[src/sv/i2c_bseq_pkg.sv]
// Shared types and constants for the I2C master bit sequencer.
package i2c_bseq_pkg;

  localparam int unsigned QDEPTH = 2;
  localparam int unsigned PTR_W  = (QDEPTH > 1) ? $clog2(QDEPTH) : 1;
  localparam int unsigned CNT_W  = $clog2(QDEPTH + 1);

  localparam logic [2:0] KIND_START = 3'd0;
  localparam logic [2:0] KIND_STOP  = 3'd1;
  localparam logic [2:0] KIND_SEND  = 3'd2;
  localparam logic [2:0] KIND_RECV  = 3'd3;
  localparam logic [2:0] KIND_SACK  = 3'd4;
  localparam logic [2:0] KIND_RACK  = 3'd5;

  localparam logic [2:0] LAST_BIT = 3'd7;

  typedef enum logic [2:0] {
    OP_START,
    OP_STOP,
    OP_SEND,
    OP_RECV,
    OP_SACK,
    OP_RACK
  } op_e;

  typedef enum logic {
    SEQ_IDLE,
    SEQ_RUN
  } seq_state_e;

  // data: tx byte, sampled line bits, or ack level in bit 7
  typedef struct packed {
    op_e        op;
    logic [7:0] data;
  } cmd_t;

  typedef struct packed {
    logic       scl;
    logic       sda;
    logic [7:0] rx_byte;
    logic       rx_ack;
    logic       last;
  } res_t;

  typedef struct packed {
    logic valid;
    cmd_t cmd;
  } cmd_hs_t;

endpackage

[src/sv/i2c_master_bit_sequencer_top.sv]
// I2C master bit sequencer: one bus command in, its run of SCL/SDA pin writes out.
// The first pin write of a command passes the command queue, the sequencer registers and the result queue.
// Throughput: one pin write per cycle while the result queue has room; runs are 3, 4, 17 or 24 writes.
// Consecutive runs follow with no gap; unused kinds take one input transfer and no results.
// The sequencer emits one write per cycle; the two-entry queues on each side absorb stalls.
// Reset (rst_ni low, async): queues empty, SCL and SDA levels both released (1).
module i2c_master_bit_sequencer_top (
  input  logic       clk_i,
  input  logic       rst_ni,
  // command side
  input  logic       push,
  output logic       full,
  input  logic [2:0] kind_i,
  input  logic [7:0] tx_byte_i,
  input  logic       ack_level_i,
  input  logic [7:0] line_bits_i,
  // result side
  output logic       empty,
  input  logic       pop,
  output logic       scl_o,
  output logic       sda_o,
  output logic [7:0] rx_byte_o,
  output logic       rx_ack_o,
  output logic       last_o
);
  import i2c_bseq_pkg::*;

  cmd_hs_t cmd;
  logic    cmd_pop;
  res_t    res_wr, res_rd;
  logic    res_push, res_full;

  // front: decode kind, drop unused kinds, hold up to two commands
  i2c_bseq_front u_front (
    .clk_i       (clk_i),
    .rst_ni      (rst_ni),
    .push_i      (push),
    .full_o      (full),
    .kind_i      (kind_i),
    .tx_byte_i   (tx_byte_i),
    .ack_level_i (ack_level_i),
    .line_bits_i (line_bits_i),
    .cmd_o       (cmd),
    .cmd_pop_i   (cmd_pop)
  );

  // back: step through the run, tracking the pin levels; takes the next
  // command in the same cycle as the last write of the current one
  i2c_bseq_back u_back (
    .clk_i      (clk_i),
    .rst_ni     (rst_ni),
    .cmd_i      (cmd),
    .cmd_pop_o  (cmd_pop),
    .res_push_o (res_push),
    .res_full_i (res_full),
    .res_o      (res_wr)
  );

  // result queue decouples the sequencer from pop
  i2c_bseq_out_q u_out_q (
    .clk_i   (clk_i),
    .rst_ni  (rst_ni),
    .push_i  (res_push),
    .full_o  (res_full),
    .data_i  (res_wr),
    .empty_o (empty),
    .pop_i   (pop),
    .data_o  (res_rd)
  );

  assign scl_o     = res_rd.scl;
  assign sda_o     = res_rd.sda;
  assign rx_byte_o = res_rd.rx_byte;
  assign rx_ack_o  = res_rd.rx_ack;
  assign last_o    = res_rd.last;

endmodule

[src/sv/i2c_bseq_front.sv]
// Front end: decodes command kinds, drops unused ones, queues the rest.
module i2c_bseq_front (
  input  logic                  clk_i,
  input  logic                  rst_ni,
  input  logic                  push_i,
  output logic                  full_o,
  input  logic [2:0]            kind_i,
  input  logic [7:0]            tx_byte_i,
  input  logic                  ack_level_i,
  input  logic [7:0]            line_bits_i,
  output i2c_bseq_pkg::cmd_hs_t cmd_o,
  input  logic                  cmd_pop_i
);
  import i2c_bseq_pkg::*;

  cmd_t             entry_q [QDEPTH];
  logic [PTR_W-1:0] wr_ptr_q, wr_ptr_d, rd_ptr_q, rd_ptr_d;
  logic [CNT_W-1:0] cnt_q, cnt_d;
  cmd_t             dec_cmd;
  logic             dec_ok;
  logic             wr_en, rd_en;

  // decode kind into an op and the one data byte that op needs
  always_comb begin
    dec_ok       = 1'b1;
    dec_cmd.op   = OP_START;
    dec_cmd.data = 8'h00;
    case (kind_i)
      KIND_START: dec_cmd.op = OP_START;
      KIND_STOP:  dec_cmd.op = OP_STOP;
      KIND_SEND: begin
        dec_cmd.op   = OP_SEND;
        dec_cmd.data = tx_byte_i;
      end
      KIND_RECV: begin
        dec_cmd.op   = OP_RECV;
        dec_cmd.data = line_bits_i;
      end
      KIND_SACK: begin
        dec_cmd.op   = OP_SACK;
        dec_cmd.data = {ack_level_i, 7'b0};
      end
      KIND_RACK: begin
        dec_cmd.op   = OP_RACK;
        dec_cmd.data = line_bits_i;
      end
      default: dec_ok = 1'b0;
    endcase
  end

  assign full_o = (cnt_q == CNT_W'(QDEPTH));
  assign wr_en  = push_i && !full_o && dec_ok;
  assign rd_en  = cmd_pop_i && (cnt_q != '0);

  assign cmd_o.valid = (cnt_q != '0);
  assign cmd_o.cmd   = entry_q[rd_ptr_q];

  always_comb begin
    wr_ptr_d = wr_ptr_q;
    rd_ptr_d = rd_ptr_q;
    cnt_d    = cnt_q;
    if (wr_en) begin
      wr_ptr_d = (wr_ptr_q == PTR_W'(QDEPTH - 1)) ? '0 : wr_ptr_q + 1'b1;
    end
    if (rd_en) begin
      rd_ptr_d = (rd_ptr_q == PTR_W'(QDEPTH - 1)) ? '0 : rd_ptr_q + 1'b1;
    end
    if (wr_en && !rd_en) begin
      cnt_d = cnt_q + 1'b1;
    end else if (!wr_en && rd_en) begin
      cnt_d = cnt_q - 1'b1;
    end
  end

  always_ff @(posedge clk_i or negedge rst_ni) begin
    if (!rst_ni) begin
      wr_ptr_q <= '0;
      rd_ptr_q <= '0;
      cnt_q    <= '0;
    end else begin
      wr_ptr_q <= wr_ptr_d;
      rd_ptr_q <= rd_ptr_d;
      cnt_q    <= cnt_d;
    end
  end

  always_ff @(posedge clk_i) begin
    if (wr_en) begin
      entry_q[wr_ptr_q] <= dec_cmd;
    end
  end

endmodule

[src/sv/i2c_bseq_back.sv]
// Back end: expands one queued command into its run of pin writes.
module i2c_bseq_back (
  input  logic                  clk_i,
  input  logic                  rst_ni,
  input  i2c_bseq_pkg::cmd_hs_t cmd_i,
  output logic                  cmd_pop_o,
  output logic                  res_push_o,
  input  logic                  res_full_i,
  output i2c_bseq_pkg::res_t    res_o
);
  import i2c_bseq_pkg::*;

  seq_state_e state_q, state_d;
  op_e        op_q;
  logic [7:0] data_q, data_d;
  logic [2:0] bit_q, bit_d;
  logic [1:0] ph_q, ph_d;
  logic       scl_q, sda_q;
  logic       emit, take;
  res_t       wr;

  // pin write for the current step
  always_comb begin
    wr.scl     = scl_q;
    wr.sda     = sda_q;
    wr.rx_byte = 8'h00;
    wr.rx_ack  = 1'b0;
    wr.last    = 1'b0;
    case (op_q)
      OP_START: begin
        case (ph_q)
          2'd0:    wr.sda = 1'b1;
          2'd1:    wr.scl = 1'b1;
          2'd2:    wr.sda = 1'b0;
          default: begin
            wr.scl  = 1'b0;
            wr.last = 1'b1;
          end
        endcase
      end
      OP_STOP: begin
        case (ph_q)
          2'd0:    wr.sda = 1'b0;
          2'd1:    wr.scl = 1'b1;
          default: begin
            wr.sda  = 1'b1;
            wr.last = 1'b1;
          end
        endcase
      end
      default: begin
        // byte and ack ops: SDA write, SCL high, SCL low (send repeats all three per bit, receive the SCL pair)
        case (ph_q)
          2'd0:    wr.sda = (op_q == OP_RECV || op_q == OP_RACK) ? 1'b1 : data_q[7];
          2'd1:    wr.scl = 1'b1;
          default: begin
            wr.scl  = 1'b0;
            wr.last = (op_q == OP_SEND || op_q == OP_RECV) ? (bit_q == LAST_BIT) : 1'b1;
          end
        endcase
        if (wr.last && op_q == OP_RECV) begin
          wr.rx_byte = data_q;
        end
        if (wr.last && op_q == OP_RACK) begin
          wr.rx_ack = data_q[7];
        end
      end
    endcase
  end

  assign emit       = (state_q == SEQ_RUN) && !res_full_i;
  assign take       = cmd_i.valid && ((state_q == SEQ_IDLE) || (emit && wr.last));
  assign cmd_pop_o  = take;
  assign res_push_o = emit;
  assign res_o      = wr;

  // next state
  always_comb begin
    state_d = state_q;
    case (state_q)
      SEQ_IDLE: if (cmd_i.valid) state_d = SEQ_RUN;
      SEQ_RUN:  if (emit && wr.last && !cmd_i.valid) state_d = SEQ_IDLE;
      default:  state_d = SEQ_IDLE;
    endcase
  end

  // step counters
  always_comb begin
    data_d = data_q;
    bit_d  = bit_q;
    ph_d   = ph_q;
    if (take) begin
      data_d = cmd_i.cmd.data;
      bit_d  = '0;
      ph_d   = '0;
    end else if (emit && !wr.last) begin
      if (ph_q == 2'd2 && op_q == OP_SEND) begin
        ph_d   = 2'd0;
        bit_d  = bit_q + 1'b1;
        data_d = {data_q[6:0], 1'b0};
      end else if (ph_q == 2'd2 && op_q == OP_RECV) begin
        ph_d  = 2'd1;
        bit_d = bit_q + 1'b1;
      end else begin
        ph_d = ph_q + 1'b1;
      end
    end
  end

  always_ff @(posedge clk_i or negedge rst_ni) begin
    if (!rst_ni) begin
      state_q <= SEQ_IDLE;
      op_q    <= OP_START;
      bit_q   <= '0;
      ph_q    <= '0;
      scl_q   <= 1'b1;
      sda_q   <= 1'b1;
    end else begin
      state_q <= state_d;
      bit_q   <= bit_d;
      ph_q    <= ph_d;
      if (take) begin
        op_q <= cmd_i.cmd.op;
      end
      if (emit) begin
        scl_q <= wr.scl;
        sda_q <= wr.sda;
      end
    end
  end

  always_ff @(posedge clk_i) begin
    data_q <= data_d;
  end

endmodule

[src/sv/i2c_bseq_out_q.sv]
// Result queue between the sequencer and the result port.
module i2c_bseq_out_q (
  input  logic               clk_i,
  input  logic               rst_ni,
  input  logic               push_i,
  output logic               full_o,
  input  i2c_bseq_pkg::res_t data_i,
  output logic               empty_o,
  input  logic               pop_i,
  output i2c_bseq_pkg::res_t data_o
);
  import i2c_bseq_pkg::*;

  res_t             entry_q [QDEPTH];
  logic [PTR_W-1:0] wr_ptr_q, wr_ptr_d, rd_ptr_q, rd_ptr_d;
  logic [CNT_W-1:0] cnt_q, cnt_d;
  logic             wr_en, rd_en;

  assign full_o  = (cnt_q == CNT_W'(QDEPTH));
  assign empty_o = (cnt_q == '0);
  assign wr_en   = push_i && !full_o;
  assign rd_en   = pop_i && !empty_o;
  assign data_o  = entry_q[rd_ptr_q];

  always_comb begin
    wr_ptr_d = wr_ptr_q;
    rd_ptr_d = rd_ptr_q;
    cnt_d    = cnt_q;
    if (wr_en) begin
      wr_ptr_d = (wr_ptr_q == PTR_W'(QDEPTH - 1)) ? '0 : wr_ptr_q + 1'b1;
    end
    if (rd_en) begin
      rd_ptr_d = (rd_ptr_q == PTR_W'(QDEPTH - 1)) ? '0 : rd_ptr_q + 1'b1;
    end
    if (wr_en && !rd_en) begin
      cnt_d = cnt_q + 1'b1;
    end else if (!wr_en && rd_en) begin
      cnt_d = cnt_q - 1'b1;
    end
  end

  always_ff @(posedge clk_i or negedge rst_ni) begin
    if (!rst_ni) begin
      wr_ptr_q <= '0;
      rd_ptr_q <= '0;
      cnt_q    <= '0;
    end else begin
      wr_ptr_q <= wr_ptr_d;
      rd_ptr_q <= rd_ptr_d;
      cnt_q    <= cnt_d;
    end
  end

  always_ff @(posedge clk_i) begin
    if (wr_en) begin
      entry_q[wr_ptr_q] <= data_i;
    end
  end

endmodule

[config.mk]
export PLATFORM = sky130hd
export DESIGN_NAME = i2c_master_bit_sequencer_top
export DESIGN_NICKNAME = d
export VERILOG_FILES = /design/src/sv/i2c_bseq_pkg.sv /design/src/sv/i2c_master_bit_sequencer_top.sv /design/src/sv/i2c_bseq_front.sv /design/src/sv/i2c_bseq_back.sv /design/src/sv/i2c_bseq_out_q.sv
export SDC_FILE = /design/constraint.sdc
export NUM_CORES = 1
export LEC_CHECK = 0
export BUFFER_PORTS_ARGS = -buffer_cell sky130_fd_sc_hd__buf_2
export CAP_MARGIN = 15
export CORE_UTILIZATION = 52
export CTS_BUF_LIST = sky130_fd_sc_hd__clkbuf_8 sky130_fd_sc_hd__clkbuf_16
export DETAILED_ROUTE_END_ITERATION = 16
export PLACE_DENSITY = 0.74
export SLEW_MARGIN = 30
export SYNTH_ARGS = -nofsm -noshare
export SYNTH_HDL_FRONTEND = slang
export SYNTH_SLANG_ARGS = --single-unit
[constraint.sdc]
create_clock -name clk_i -period 2.2 [get_ports clk_i]
set_input_delay 0.55 -clock clk_i [delete_from_list [all_inputs] [get_ports clk_i]]
set_output_delay 0.55 -clock clk_i [all_outputs]
set_load 0.02 [all_outputs]
======== Word-level counts from Yosys, hierarchy flattened ========
Memory sizes are Yosys's and may differ from the RTL's.
Cells that the tools add are included.
storage, ports and cells
  register bits ........................... 27
  memories kept ........................... 2
  logic and storage cells ................. 134
  output and inout port bits .............. 14
  bits in writable memories ............... 46
memory list
  name             depth  bits a word  rd ports  clocked after memory_dff  wr ports  RTL line              source
  u_out_q.entry_q  2      12           1         0                         1         i2c_bseq_out_q.sv:14  res_t entry_q [QDEPTH];
  u_front.entry_q  2      11           1         0                         1         i2c_bseq_front.sv:16  cmd_t entry_q [QDEPTH];
cells by class
  bitwise gates (word level) .............. 1
  reductions and logical operators ........ 48
  equality and inequality tests ........... 14
  muxes and demuxes ....................... 46
  $add $sub $neg .......................... 10
operator list
  kind                   count
  $mux W8                4
  $pmux W8 S3            1
  $mux W1                20
  $logic_and A1 B1 Y1    18
  $mux W2                8
  $pmux W3 S5            1
  $eq A3 B2 Y1 const B   4
  $eq A3 B3 Y1 const B   4
  $mux W3                4
  $pmux W1 S2            6
  $reduce_bool A2 Y1     5
  $logic_not A1 Y1       9
  $mux W9                1
  $reduce_or A2 Y1       4
  $add A2 B1 Y2 const B  3
  $eq A2 B2 Y1 const B   3
  $eq A3 B1 Y1 const B   2
  $logic_not A3 Y1       2
  $reduce_or A6 Y1       1
  $add A1 B1 Y1 const B  4
  $logic_not A2 Y1       2
  $pmux W2 S2            1
  $reduce_and A2 Y1      2
  $sub A2 B1 Y2 const B  2
  other kinds (6)        8

======== Logic depth before layout (Yosys ltp) ========
Gate-level depths: netlist of the first run.
  depth in word-level cells ............... 13
  depth in mapped cells ................... 12
  mapped depth without buffers ............ 10

======== By module ========
Synthesis of the first run repeated with hierarchy kept, for this count alone.
second synthesis, totals
  cell total of the unflattened synthesis .. 237
  area, all modules ....................... 3,418.3 µm²
modules (own cells, without submodules)
  module          cells an instance  instances  area each (µm²)
  i2c_bseq_front  82                 1          1,207.4
  i2c_bseq_back   99                 1          1,111.1
  i2c_bseq_out_q  56                 1          1,099.8

======== Worst setup path before layout of the first run ========
Ideal clock, no wire load.
  kind .................................... register to register
  start point ............................. register u_back.bit_q[0]
  end point ............................... register u_front.cnt_q[1]
  period minus slack after synthesis ...... 2,191 ps
  arrival time ............................ 2,066 ps
  cell stages (with the launch flop) ...... 13
  setup time .............................. 125 ps
  required time ........................... 2,075 ps
  setup slack ............................. 9 ps
  path through ............................ dfrtp_1 > ha_1 > ha_1 > nor3b_2 > o41ai_2 > nor2b_1 > buf_6 > buf_12 > inv_4 > ha_1 > xor2_1 > nor2_1 > xor2_1
on the way
  word-level cells in the longest chain between the ends .. 12
ends and longest elaborated chain
  item                                           RTL line              source
  start: declaration                             i2c_bseq_back.sv:16   logic [2:0] bit_q, bit_d;
  start signal: assignment                       i2c_bseq_back.sv:120  bit_q <= bit_d;
  $eq A3 B3 Y1 (*)                               i2c_bseq_back.sv:58   wr.last = (op_q == OP_SEND || op_q == OP_RECV) ? (bit_q == LAST_BIT) : 1'b1;
  $mux W1 (*)                                    i2c_bseq_back.sv:58
  $mux W1 (*)                                    i2c_bseq_back.sv:53   case (ph_q)
  $mux W1 (*)                                    i2c_bseq_back.sv:29   case (op_q)
  $pmux W1 S2 (*)                                i2c_bseq_back.sv:29
  $logic_and A1 B1 Y1 (*)                        i2c_bseq_back.sv:72   assign take = cmd_i.valid && ((state_q == SEQ_IDLE) || (emit && wr.last));
  $logic_or A1 B1 Y1 (*)                         i2c_bseq_back.sv:72
  $logic_and A1 B1 Y1 (*)                        i2c_bseq_back.sv:72
  $logic_and A1 B1 Y1 (*)                        i2c_bseq_front.sv:53  assign rd_en = cmd_pop_i && (cnt_q != '0);
  $logic_not A1 Y1                               i2c_bseq_front.sv:68  if (wr_en && !rd_en) begin
  $logic_and A1 B1 Y1                            i2c_bseq_front.sv:68
  $mux W2 or $reduce_bool A2 Y1 (tied branches)  --
  end signal: assignment                         i2c_bseq_front.sv:83  cnt_q <= cnt_d;
  end: declaration                               i2c_bseq_front.sv:18  logic [CNT_W-1:0] cnt_q, cnt_d;
Every way passes the cells marked *; elsewhere a longest branch is shown, timed or not. The select of a mux whose other input is x is not followed.
A chain may end at the register's enable or synchronous reset.

======== Worst setup path in the final report of the first run ========
  start point ............................. register u_back.bit_q[0]
  end point ............................... register u_back.data_q[1], data pin
on the way
  word-level cells in the longest chain between the ends .. 9
ends and longest elaborated chain
  item                    RTL line              source
  $eq A3 B3 Y1            i2c_bseq_back.sv:58
  $mux W1                 i2c_bseq_back.sv:58
  $mux W1                 i2c_bseq_back.sv:53
  $mux W1                 i2c_bseq_back.sv:29
  $pmux W1 S2             i2c_bseq_back.sv:29
  $logic_and A1 B1 Y1     i2c_bseq_back.sv:72
  $logic_or A1 B1 Y1      i2c_bseq_back.sv:72
  $logic_and A1 B1 Y1     i2c_bseq_back.sv:72
  $mux W8                 i2c_bseq_back.sv:92   if (take) begin
  net u_back.data_d[1]    i2c_bseq_back.sv:15   logic [7:0] data_q, data_d;
  end signal: assignment  i2c_bseq_back.sv:133  data_q <= data_d;
  end: declaration        i2c_bseq_back.sv:15
The timed path passes the listed nets, and every way through them passes these cells. The select of a mux whose other input is x is not followed.

==> impl_metrics.xml, run 1 <==
<?xml version="1.0" encoding="UTF-8"?>
<metrics>
  <group name="die">
    <metric name="floorplan.initialDensity" unit="%">54.98</metric>
    <metric name="placement_rows" unit="">28</metric>
    <metric name="die_height" unit="um">82.05</metric>
    <metric name="chipWidth" unit="um">82.05</metric>
    <metric name="die-area" unit="um2">6731</metric>
    <metric name="top_level_ports" unit="">38</metric>
    <metric name="core-area" unit="um2">6061</metric>
  </group>
  <group name="pwr">
    <metric name="clkPwrFrac" unit="%">18.0</metric>
    <metric name="power_report.internal_total" unit="mW">4.057</metric>
    <metric name="vdd_drop_max" unit="mV">0.7262</metric>
    <metric name="power.density" unit="nW/um2">1557</metric>
    <metric name="switching_share" unit="%">33.53</metric>
    <metric name="comb_power_share" unit="%">39.6</metric>
    <metric name="leakage" unit="nW">1.588</metric>
    <metric name="power_switching" unit="mW">2.046</metric>
    <metric name="power.sequential.fraction" unit="%">42.4</metric>
  </group>
  <group name="placed_design">
    <metric name="placed_area" unit="um2">3636</metric>
    <metric name="numPlacedInstances" unit="">346</metric>
    <metric name="place.port_buffers" unit="">37</metric>
    <metric name="dpl.hpwl" unit="mm">3.853</metric>
    <metric name="gp_congestion" unit="">0.7769</metric>
  </group>
  <group name="synth">
    <metric name="compound_gate_fraction_of_synth_area" unit="%">4.544</metric>
    <metric name="synth_enable_flop_cells" unit="">54</metric>
    <metric name="synth_nets" unit="">258</metric>
    <metric name="synth-adder-area-share" unit="%">1.502</metric>
    <metric name="post_synthesis_instance_total" unit="">230</metric>
    <metric name="synthXorXnorAreaFrac" unit="%">2.629</metric>
    <metric name="syn_avg_cell_area" unit="um2">14.49</metric>
    <metric name="synth_area" unit="um2">3332</metric>
    <metric name="yosys.cell_count.top_type" unit="">edfxtp_1</metric>
    <metric name="yosys.area.top_type_share" unit="%">48.67</metric>
    <metric name="largest_cells_by_area_after_synthesis" unit="">edfxtp_1 (49%), dfrtp_1 (13%), mux2_2 (10%)</metric>
    <metric name="yosys-top-cells-count" unit="">edfxtp_1 (54), mux2_2 (30), dfrtp_1 (17)</metric>
    <metric name="synth-async-reset-ratio" unit="%">26.03</metric>
    <metric name="synth_largest_area_cell" unit="">edfxtp_1</metric>
    <metric name="synth-seq-area-share" unit="%">63.01</metric>
    <metric name="synthMuxAreaShare" unit="%">15.70</metric>
    <metric name="yosys.area_share.simple" unit="%">9.914</metric>
    <metric name="synth_flop_cell" unit="">edfxtp_1</metric>
    <metric name="ys_seq_elements" unit="">73</metric>
    <metric name="synth-warning-count" unit="">0</metric>
    <metric name="synth.distinct_cells" unit="">45</metric>
    <metric name="synth_top_family_by_area" unit="">multiplexers</metric>
  </group>
  <group name="cts">
    <metric name="clkTransAtPathRegs" unit="ps">70</metric>
    <metric name="clk-insertion-delay-late" unit="ps">340</metric>
    <metric name="root_buffer" unit="">clkbuf_8</metric>
    <metric name="numCtsBuffers" unit="">9</metric>
    <metric name="tritoncts_num_sinks" unit="">73</metric>
    <metric name="tritoncts" unit="">done</metric>
    <metric name="cts.htree.levels" unit="">3</metric>
    <metric name="max-clock-path-buffers" unit="">2</metric>
  </group>
  <group name="cells_and_area">
    <metric name="fin_cells" unit="">366</metric>
    <metric name="fin_area" unit="um2">3920</metric>
    <metric name="syn2layout_area_growth" unit="%">17.65</metric>
    <metric name="n_antenna_cell" unit="">0</metric>
    <metric name="nFillCells" unit="">464</metric>
    <metric name="final_layout_size_suffix_gt1_share" unit="%">39.52</metric>
    <metric name="final_util" unit="%">64.68</metric>
    <metric name="finalNetCount" unit="">314</metric>
  </group>
  <group name="timing">
    <metric name="max_slew.worst_pin.slew" unit="ps">577.3</metric>
    <metric name="fin_crit_sh" unit="%">98.56</metric>
    <metric name="setup_tns" unit="ps">0</metric>
    <metric name="rsz_0062_raised_after_global_routing" unit="">yes</metric>
    <metric name="report.final.slew_viol_count" unit="">0</metric>
    <metric name="finalHoldViolations" unit="">0</metric>
    <metric name="setup_viol" unit="">0</metric>
    <metric name="layout_min_cycle_time" unit="ps">2168</metric>
    <metric name="worst_clock_skew_on_the_final_layout" unit="ps">4.935</metric>
    <metric name="relSlewSlack" unit="%">61.51</metric>
    <metric name="max_freq" unit="GHz">0.4612</metric>
  </group>
  <group name="worst_setup_path">
    <metric name="timing.critical_path.arrival" unit="ps">2260</metric>
    <metric name="timing_worst_setup_path_type" unit="">register to register</metric>
    <metric name="critical_path_peak_fanout" unit="">10</metric>
    <metric name="critical_path.endpoint_type" unit="">register</metric>
    <metric name="critical_path_startpoint_category" unit="">register</metric>
    <metric name="cp.required" unit="ps">2290</metric>
  </group>
  <group name="global_route">
    <metric name="grt_max_degree" unit="">20</metric>
    <metric name="globalRoute.totalOverflow" unit="">0</metric>
    <metric name="groute.usage.overall" unit="%">18.72</metric>
    <metric name="grt_first_pass_wirelength" unit="mm">9.080</metric>
    <metric name="grt_antenna_before_repair" unit="">0</metric>
    <metric name="first_global_vias" unit="">1994</metric>
  </group>
  <group name="route">
    <metric name="vias_per_cell" unit="">5.262</metric>
    <metric name="post-route-drc-count" unit="">0</metric>
    <metric name="drt.antenna.violating_nets" unit="">0</metric>
    <metric name="wl_per_cell" unit="um">15.01</metric>
    <metric name="drt_first_iter_violations" unit="">117</metric>
    <metric name="number_of_vias_after_detailed_routing" unit="">1926</metric>
    <metric name="drt_pass1_iterations" unit="">4</metric>
    <metric name="wl" unit="mm">5.495</metric>
  </group>
  <group name="outcome">
    <metric name="status" unit="">complete, no violations</metric>
  </group>
  <group name="run">
    <metric name="max-cap-violations" unit="">0</metric>
  </group>
  <group name="worst_hold_path">
    <metric name="hold_path.class" unit="">input port to async pin</metric>
  </group>
</metrics>
## metal layers
metal | global-route usage, % | vias up | part of all wire, %
met5 | 0 | - | 0
met4 | 11.05 | 0 | 2.2
met3 | 3.333 | 9 | 2.6
met2 | 31.74 | 44 | 50
met1 | 22.17 | 918 | 45
li1 | - | 955 | -
## what timing repair did
item,in CTS,in global routing
pin swaps,0,5
setup buffers,1,3
hold buffers,0,0
resized for setup,1,10
endpoints found under the setup margin,9,23
## cells by family (layout without fill, tap and decap cells)
kind of cell	Yosys count	after routing
buf+inv	15	76
flops	73	73
mux	46	46
fa+ha+maj	4	4
compound gates	22	22
simple gates	60	60
xor+xnor	10	10
## power groups by stage
stage,Combinational [mW],Clock [mW],Sequential (mW)
after global placement,2.23,0,2.59
after CTS,2.33,1.13,2.60
after global routing,2.66,1.17,2.67
after floorplan,1.87,0,2.45
final,2.42,1.10,2.59
after detailed placement,2.30,0,2.62
## stage by stage
| step | hold WS (ps) | total power, mW | setup slack [ps] |
|---|---|---|---|
| 2_1_floorplan | 254.4 | 4.322 | 8.916 |
| 3_3_place_gp | 476.8 | 4.817 | 108.4 |
| 3_5_place_dp | 484.8 | 4.920 | 21.78 |
| 4_1_cts | 143.7 | 6.057 | 15.80 |
| 5_1_grt | 169.1 | 6.502 | -64.96 |
| 6_report | 140.6 | 6.103 | 31.76 |
## layout make-up
| class | instances | area (um2) | area share, % |
|---|---|---|---|
| flip-flops and latches | 73 | 2101 | 53.59 |
| multi-input cells | 142 | 1180 | 30.10 |
| repair buffers | 52 | 301.5 | 7.692 |
| clock buffers | 9 | 123.9 | 3.160 |
| well taps | 75 | 93.84 | 2.394 |
| clock inverters | 7 | 85.08 | 2.170 |
| inverters | 8 | 35.03 | 0.8937 |
## worst paths after layout
| kind | start | to | slack (ps) | cells past startpoint |
|---|---|---|---|---|
| setup / recovery | u_back.bit_q[0] | u_back.data_q[1] | 30 | 7 |
| min in group clk_i | u_front.wr_ptr_q | u_front.wr_ptr_q | 490 | 1 |
| hold / removal | rst_ni | u_back.bit_q[2] | 140 | 1 |
| setup reg to reg | u_back.bit_q[0] | u_back.data_q[1] | 30 | 7 |
| hold reg to reg | u_front.wr_ptr_q | u_front.wr_ptr_q | 490 | 1 |
| max in group asynchronous | rst_ni | u_back.sda_q | 1720 | 1 |
## placed cells by master, fill, tap and decap left out, types with 2 or more instances in the layout
master,Yosys,final
xor2_1,4,4
ha_4,0,2
nand2_1,15,14
nand2b_1,3,3
mux2i_1,11,11
nand3b_1,2,2
mux2_4,5,5
and2_1,9,9
o21ai_0,11,11
clkinv_2,0,2
clkbuf_8,0,9
nor2b_1,6,5
inv_1,6,6
xnor2_1,6,6
mux2_2,30,30
dfstp_2,2,2
dfrtp_1,17,16
clkinv_1,0,2
nor3b_1,3,3
buf_2,0,37
edfxtp_1,54,54
buf_4,2,14
nor2_1,13,13
bufinv_16,0,2
## flip-flops by register name, summed over array words and instances (netlist names)
name / flops
u_back.bit_q: 3
u_back.data_q: 8
u_back.op_q: 3
u_back.ph_q: 2
u_back.scl_q: 1
u_back.sda_q: 1
u_back.state_q: 1
u_front.cnt_q: 2
u_front.entry_q: 22
u_front.rd_ptr_q: 1
u_front.wr_ptr_q: 1
u_out_q.cnt_q: 2
u_out_q.entry_q: 24
u_out_q.rd_ptr_q: 1
u_out_q.wr_ptr_q: 1
## worst max-delay path, stage by stage, from the launching register on
cell and delay, ps:
dfrtp_1 360, ha_2 200, ha_4 140, nor3b_2 50, o41ai_2 370, nor2b_4 230
buf_4 210, mux2_2 360
No activity file was read; power rests on OpenSTA's default activity.
==> run 2: changes to the inputs <==
- SYNTH_HIERARCHICAL: default -> 1
==> impl_metrics.xml, run 2 <==
<?xml version="1.0" encoding="UTF-8"?>
<metrics>
  <group name="outcome">
    <metric name="status" unit="">complete, no violations</metric>
  </group>
  <group name="global_route">
    <metric name="globalRouteMet1Util" unit="%">20.57</metric>
    <metric name="global_route.usage.met3" unit="%">4.771</metric>
    <metric name="first_global_vias" unit="">1941</metric>
    <metric name="grtUsageMet2" unit="%">26.83</metric>
    <metric name="grt_first_pass_wirelength" unit="mm">8.907</metric>
    <metric name="globalRoute.totalOverflow" unit="">0</metric>
    <metric name="groute.usage.overall" unit="%">16.34</metric>
    <metric name="most_crowded_layer_after_global_routing" unit="">met2</metric>
    <metric name="grt_antenna_before_repair" unit="">0</metric>
    <metric name="grt_max_degree" unit="">20</metric>
  </group>
  <group name="cts">
    <metric name="clkTransAtPathRegs" unit="ps">80</metric>
    <metric name="root_buffer" unit="">clkbuf_8</metric>
    <metric name="tritoncts" unit="">done</metric>
    <metric name="max-clock-path-buffers" unit="">2</metric>
    <metric name="clk-insertion-delay-late" unit="ps">330</metric>
    <metric name="numCtsBuffers" unit="">9</metric>
    <metric name="cts.htree.levels" unit="">3</metric>
    <metric name="tritoncts_num_sinks" unit="">73</metric>
  </group>
  <group name="route">
    <metric name="post-route-drc-count" unit="">0</metric>
    <metric name="number_of_vias_after_detailed_routing" unit="">1962</metric>
    <metric name="drt_first_iter_violations" unit="">73</metric>
    <metric name="wl" unit="mm">5.315</metric>
    <metric name="vias_per_cell" unit="">5.177</metric>
    <metric name="drt.antenna.violating_nets" unit="">0</metric>
    <metric name="drt_pass1_iterations" unit="">4</metric>
    <metric name="wl_per_cell" unit="um">14.02</metric>
  </group>
  <group name="die">
    <metric name="die_height" unit="um">83.08</metric>
    <metric name="placement_rows" unit="">29</metric>
    <metric name="top_level_ports" unit="">38</metric>
    <metric name="core-area" unit="um2">6350</metric>
    <metric name="floorplan.initialDensity" unit="%">53.83</metric>
    <metric name="die-area" unit="um2">6901</metric>
    <metric name="chipWidth" unit="um">83.08</metric>
  </group>
  <group name="worst_setup_path">
    <metric name="critical_path_startpoint_category" unit="">register</metric>
    <metric name="timing.reg2reg.worst_path_depth" unit="">11</metric>
    <metric name="timing.critical_path.slowest_stage_cell" unit="">dfrtp_1</metric>
    <metric name="cp.required" unit="ps">2460</metric>
    <metric name="timing.critical_path.arrival" unit="ps">2350</metric>
    <metric name="critical_path.endpoint_type" unit="">register</metric>
    <metric name="critical_path_peak_fanout" unit="">3</metric>
    <metric name="timing_worst_setup_path_type" unit="">register to register</metric>
    <metric name="critical_path.max_stage_delay" unit="ps">360</metric>
    <metric name="worstPathCellList" unit="">ha_2 -&gt; ha_4 -&gt; and2b_1 -&gt; o311ai_4 -&gt; nand2_4 -&gt; inv_6 -&gt; nand2_4 -&gt; ha_4 -&gt; xor2_1 -&gt; nor2_1 -&gt; xor2_1</metric>
  </group>
  <group name="synth">
    <metric name="synth_flop_cell" unit="">edfxtp_1</metric>
    <metric name="synth.distinct_cells" unit="">46</metric>
    <metric name="syn_avg_cell_area" unit="um2">14.42</metric>
    <metric name="synth_largest_area_cell" unit="">edfxtp_1</metric>
    <metric name="synth_area" unit="um2">3418</metric>
    <metric name="yosys.cell_count.top_type" unit="">edfxtp_1</metric>
    <metric name="post_synthesis_instance_total" unit="">237</metric>
    <metric name="synth-seq-area-share" unit="%">61.42</metric>
    <metric name="synth-warning-count" unit="">6</metric>
    <metric name="ys_seq_elements" unit="">73</metric>
    <metric name="largest_cells_by_area_after_synthesis" unit="">edfxtp_1 (47%), dfrtp_1 (12%), mux2_4 (7.5%)</metric>
    <metric name="synth_enable_flop_cells" unit="">54</metric>
    <metric name="synth_nets" unit="">268</metric>
    <metric name="yosys-top-cells-count" unit="">edfxtp_1 (54), dfrtp_1 (17), mux2_4 (17), nor2_1 (17), mux2_2 (13)</metric>
    <metric name="synth-async-reset-ratio" unit="%">26.03</metric>
    <metric name="yosys.area.top_type_share" unit="%">47.44</metric>
  </group>
  <group name="cells_and_area">
    <metric name="seqCellArea" unit="um2">2100</metric>
    <metric name="multiInputGateArea" unit="um2">1265</metric>
    <metric name="finalNetCount" unit="">328</metric>
    <metric name="final_layout_size_suffix_gt1_share" unit="%">38.74</metric>
    <metric name="syn2layout_area_growth" unit="%">17.75</metric>
    <metric name="top_regs" unit="">u_out_q/entry_q: 24 flops, u_front/entry_q: 22 flops, u_back/data_q: 8 flops</metric>
    <metric name="final_util" unit="%">63.39</metric>
    <metric name="nFillCells" unit="">482</metric>
    <metric name="largest_register_ffs" unit="">24</metric>
    <metric name="final_common_cell" unit="">edfxtp_1</metric>
    <metric name="n_antenna_cell" unit="">0</metric>
    <metric name="final_cell_mix" unit="">edfxtp_1 (54), buf_2 (37), buf_4 (18)</metric>
    <metric name="top_register" unit="">u_out_q/entry_q</metric>
  </group>
  <group name="timing">
    <metric name="finalHoldViolations" unit="">0</metric>
    <metric name="relSlewSlack" unit="%">65.55</metric>
    <metric name="timing.final.ws_setup" unit="ps">108.1</metric>
    <metric name="fin_crit_sh" unit="%">95.09</metric>
    <metric name="worst_clock_skew_on_the_final_layout" unit="ps">4.298</metric>
    <metric name="max_freq" unit="GHz">0.4780</metric>
    <metric name="rsz_0062_raised_after_global_routing" unit="">no</metric>
    <metric name="report.final.slew_viol_count" unit="">0</metric>
    <metric name="max_slew.worst_pin.slew" unit="ps">516.7</metric>
    <metric name="layout_min_cycle_time" unit="ps">2092</metric>
    <metric name="setup_viol" unit="">0</metric>
  </group>
  <group name="worst_hold_path">
    <metric name="hold_path.class" unit="">input port to async pin</metric>
  </group>
  <group name="pwr">
    <metric name="vdd_drop_max" unit="mV">0.8903</metric>
    <metric name="power.density" unit="nW/um2">1571</metric>
    <metric name="leakage" unit="nW">1.666</metric>
    <metric name="finalPower" unit="mW">6.325</metric>
  </group>
  <group name="run">
    <metric name="max-cap-violations" unit="">0</metric>
  </group>
  <group name="placed_design">
    <metric name="gp_congestion" unit="">0.8565</metric>
    <metric name="dpl.hpwl" unit="mm">3.753</metric>
    <metric name="place_worst_setup_slack" unit="ps">-45.83</metric>
    <metric name="place.port_buffers" unit="">37</metric>
  </group>
</metrics>
run 2: cell types whose count changed after synthesis, moves of 4 or more:
cell,before,now
mux2_2,30,13
mux2_4,5,17
nor2_1,13,17
a32oi_1,0,7
mux2i_1,11,2
inv_1,6,12
nor3_1,1,6
o21ai_0,11,6
a21oi_1,1,7
nand2_1,15,5
run 2: final cells by class:
type | count | area share (%)
clock buffers | 9 | 3.077
clock inverters | 7 | 1.150
inverters | 13 | 1.337
multi-input cells | 144 | 31.43
flip-flops and latches | 73 | 52.16
well taps | 77 | 2.394
repair buffers | 56 | 8.455
run 2: routing by layer:
metal  share of wire, %  vias up
met5                  0        -
met4                1.3        0
met3                3.0        5
met2                 50       48
met1                 46      920
li1                   -      989
run 2: final timing paths:
kind,from,to,slack (ps)
max reg2reg,u_back/bit_q[1],u_front/cnt_q[1],110
min,rst_ni,u_back/op_q[2],140
max,u_back/bit_q[1],u_front/cnt_q[1],110
max in group asynchronous,rst_ni,u_back/sda_q,1730
min reg2reg,u_out_q/rd_ptr_q,u_out_q/rd_ptr_q,470
min in group clk_i,u_out_q/rd_ptr_q,u_out_q/rd_ptr_q,470
run 2: kinds of logic after synthesis:
group / count (synthesis) / synth area share [%]
flops: 73 / 61.42
simple gates: 63 / 10.58
mux: 34 / 12.99
compound gates: 27 / 5.857
buf+inv: 20 / 3.001
xor+xnor: 12 / 3.294
fa+ha+maj: 8 / 2.855
run 2: where the power goes:
| part | internal (mW) | switching, mW | leakage, nW |
|---|---|---|---|
| Clock | 0.406 | 0.480 | 0.0830 |
| Sequential | 2.22 | 0.303 | 0.746 |
| Combinational | 1.45 | 1.47 | 0.836 |
| Total | 4.08 | 2.25 | 1.67 |
run 2: timing repair:
action	CTS	global route
buffers inserted	4	2
gates resized for setup	7	1
hold buffers	0	0
endpoints found under the setup margin	1	10
pin swaps	5	1
run 2: worst max-delay path, delay by kind of cell (launching register included):
family | cells | cell delay (ps)
DFF | 1 | 360
adders and majority gates | 3 | 500
xor gates and xnor gates | 2 | 270
buffers and inverters | 1 | 80
AOI/OAI and AO/OA | 1 | 290
and+or+nand+nor | 4 | 500
run 2: per-stage QoR:
stage | instances | instance area (um2) | hold WS (ps) | setup TNS (ps)
floorplan | 237 | 3423 | 254.4 | 0
global placement | 358 | 3774 | 466.6 | 0
detailed placement | 358 | 3774 | 469.8 | -45.83
CTS | 377 | 4001 | 143.9 | 0
global route | 379 | 4025 | 168.0 | 0
finish | 379 | 4025 | 139.9 | 0
==> run 3: changes to the inputs <==
- CORE_ASPECT_RATIO: default -> 0.9
- CORE_UTILIZATION: 52 -> 58
- PLACE_DENSITY: 0.74 -> 0.78
- clock period: 2.2 -> 2.32 ns (I/O delays scaled with it)
==> impl_metrics.xml, run 3 (synthesis gave the netlist of run 2 again) <==
<?xml version="1.0" encoding="UTF-8"?>
<metrics>
  <group name="placed_design">
    <metric name="place.port_buffers" unit="">37</metric>
    <metric name="gp_congestion" unit="">0.8112</metric>
    <metric name="dpl.hpwl" unit="mm">3.765</metric>
    <metric name="placed_area" unit="um2">3722</metric>
  </group>
  <group name="die">
    <metric name="die_height" unit="um">74.83</metric>
    <metric name="top_level_ports" unit="">38</metric>
    <metric name="floorplan.initialDensity" unit="%">60.04</metric>
    <metric name="placement_rows" unit="">26</metric>
    <metric name="chipWidth" unit="um">82.92</metric>
    <metric name="core-area" unit="um2">5693</metric>
    <metric name="die-area" unit="um2">6205</metric>
  </group>
  <group name="timing">
    <metric name="setup_tns" unit="ps">0</metric>
    <metric name="max_slew.worst_pin.slew" unit="ps">499.8</metric>
    <metric name="rsz_0062_raised_after_global_routing" unit="">no</metric>
    <metric name="setup_viol" unit="">0</metric>
    <metric name="relSlewSlack" unit="%">66.68</metric>
    <metric name="report.final.slew_viol_count" unit="">0</metric>
    <metric name="finalHoldViolations" unit="">0</metric>
    <metric name="max_freq" unit="GHz">0.4572</metric>
    <metric name="fin_crit_sh" unit="%">94.28</metric>
    <metric name="worst_clock_skew_on_the_final_layout" unit="ps">6.513</metric>
    <metric name="layout_min_cycle_time" unit="ps">2187</metric>
  </group>
  <group name="worst_setup_path">
    <metric name="timing_worst_setup_path_type" unit="">register to register</metric>
    <metric name="reg_to_reg_critical_path_startpoint" unit="">u_back/bit_q[0]</metric>
    <metric name="critical_path.endpoint_type" unit="">register</metric>
    <metric name="worstReg2RegEnd" unit="">u_front/cnt_q[1]</metric>
    <metric name="critical_path_startpoint_category" unit="">register</metric>
    <metric name="cp.required" unit="ps">2590</metric>
    <metric name="timing.critical_path.arrival" unit="ps">2460</metric>
    <metric name="critical_path_peak_fanout" unit="">8</metric>
    <metric name="timing.reg2reg.worst_path_depth" unit="">11</metric>
    <metric name="setup.worst_path.start" unit="">u_back/bit_q[0]</metric>
    <metric name="setup.reg_to_reg.worst_slack" unit="ps">130</metric>
  </group>
  <group name="cts">
    <metric name="max-clock-path-buffers" unit="">2</metric>
    <metric name="numCtsBuffers" unit="">9</metric>
    <metric name="ctsHoldBuffers" unit="">0</metric>
    <metric name="clk-insertion-delay-late" unit="ps">340</metric>
    <metric name="root_buffer" unit="">clkbuf_8</metric>
    <metric name="clkTransAtPathRegs" unit="ps">70</metric>
    <metric name="tritoncts" unit="">done</metric>
    <metric name="cts.htree.levels" unit="">3</metric>
    <metric name="tritoncts_num_sinks" unit="">73</metric>
  </group>
  <group name="cells_and_area">
    <metric name="final_common_cell" unit="">edfxtp_1</metric>
    <metric name="syn2layout_area_growth" unit="%">17.46</metric>
    <metric name="final_cell_mix" unit="">edfxtp_1 (54), buf_2 (37), buf_4 (20)</metric>
    <metric name="fin_area" unit="um2">4015</metric>
    <metric name="top_regs" unit="">u_out_q/entry_q: 24 flops, u_front/entry_q: 22 flops, u_back/data_q: 8 flops</metric>
    <metric name="finalNetCount" unit="">329</metric>
    <metric name="final_layout_size_suffix_gt1_share" unit="%">38.61</metric>
    <metric name="n_antenna_cell" unit="">0</metric>
    <metric name="largest_register_ffs" unit="">24</metric>
    <metric name="top_register" unit="">u_out_q/entry_q</metric>
  </group>
  <group name="route">
    <metric name="drt_first_iter_violations" unit="">73</metric>
    <metric name="number_of_vias_after_detailed_routing" unit="">2002</metric>
    <metric name="post-route-drc-count" unit="">0</metric>
    <metric name="drt_pass1_iterations" unit="">4</metric>
    <metric name="wl" unit="mm">5.435</metric>
    <metric name="drt.antenna.violating_nets" unit="">0</metric>
    <metric name="wl_per_cell" unit="um">14.57</metric>
    <metric name="vias_per_cell" unit="">5.367</metric>
  </group>
  <group name="global_route">
    <metric name="grt_max_degree" unit="">20</metric>
    <metric name="globalRoute.totalOverflow" unit="">0</metric>
    <metric name="first_global_vias" unit="">1891</metric>
    <metric name="grt_first_pass_wirelength" unit="mm">8.721</metric>
    <metric name="grt_antenna_before_repair" unit="">0</metric>
    <metric name="groute.usage.overall" unit="%">18.51</metric>
  </group>
  <group name="worst_hold_path">
    <metric name="hold_path.class" unit="">input port to async pin</metric>
  </group>
  <group name="outcome">
    <metric name="status" unit="">complete, no violations</metric>
  </group>
  <group name="pwr">
    <metric name="leakage" unit="nW">1.681</metric>
    <metric name="power.density" unit="nW/um2">1531</metric>
    <metric name="vdd_drop_max" unit="mV">0.9948</metric>
  </group>
  <group name="run">
    <metric name="max-cap-violations" unit="">0</metric>
  </group>
</metrics>
==> run 3: timing repair <==
item                                    CTS  global route
resized for setup                         1             6
pin swaps                                 1             4
endpoints found under the setup margin    9             1
setup buffers                             1             9
==> run 3: worst max path at each step <==
stage / to / slack, ps / depth (start not counted)
final: u_front/cnt_q[1] / 130 / 11
after floorplan: u_front/cnt_q[1] / 130 / 11
after global placement: u_back/data_q[4] / 120 / 6
after global routing: u_front/cnt_q[1] / 1 / 11
after CTS: u_front/cnt_q[1] / 2 / 11
after detailed placement: u_back/data_q[5] / 20 / 6
==> run 3: area by class of cell <==
| class | count | area, um2 |
|---|---|---|
| clock inverters | 7 | 63.81 |
| well taps | 70 | 87.58 |
| flip-flops and latches | 73 | 2100 |
| multi-input cells | 144 | 1249 |
| repair buffers | 57 | 335.3 |
| inverters | 13 | 56.30 |
| clock buffers | 9 | 123.9 |
| fillers | 374 | 1678 |
==> run 3: stage by stage <==
step	setup WS (ps)	hold WS, ps	total power [mW]	util [%]	cells
after floorplan	126.4	284.4	4.328	-	237
after global placement	119.3	466.7	4.865	65.38	347
after detailed placement	17.90	472.4	4.981	65.38	347
after CTS	2.000	156.3	5.974	68.97	364
after global routing	1.494	174.1	6.513	70.53	373
final	132.6	166.4	6.147	70.53	373
==> run 3: critical path, cell delays in order (launching register included) <==
cell	delay, ps
dfrtp_1	370
ha_2	200
ha_4	140
and2b_2	240
o311ai_4	280
nand2_4	120
inv_8	90
nand2_1	80
ha_2	190
xor2_1	140
nor2_1	130
xor2_1	140
==> run 3: where the power goes <==
| group | switching, mW | internal, mW | total, mW | leakage (nW) |
|---|---|---|---|---|
| Clock | 0.445 | 0.486 | 0.931 | 0.102 |
| Sequential | 0.295 | 2.11 | 2.40 | 0.746 |
| Combinational | 1.41 | 1.40 | 2.81 | 0.833 |
==> run 3: metal layers <==
layer / vias to the layer above / global-route usage, % / share of wire (%)
met5: - / 0 / 0
met4: 0 / 8.621 / 1.2
met3: 6 / 5.921 / 3.8
met2: 52 / 30.87 / 49
met1: 954 / 22.58 / 46
li1: 990 / - / -
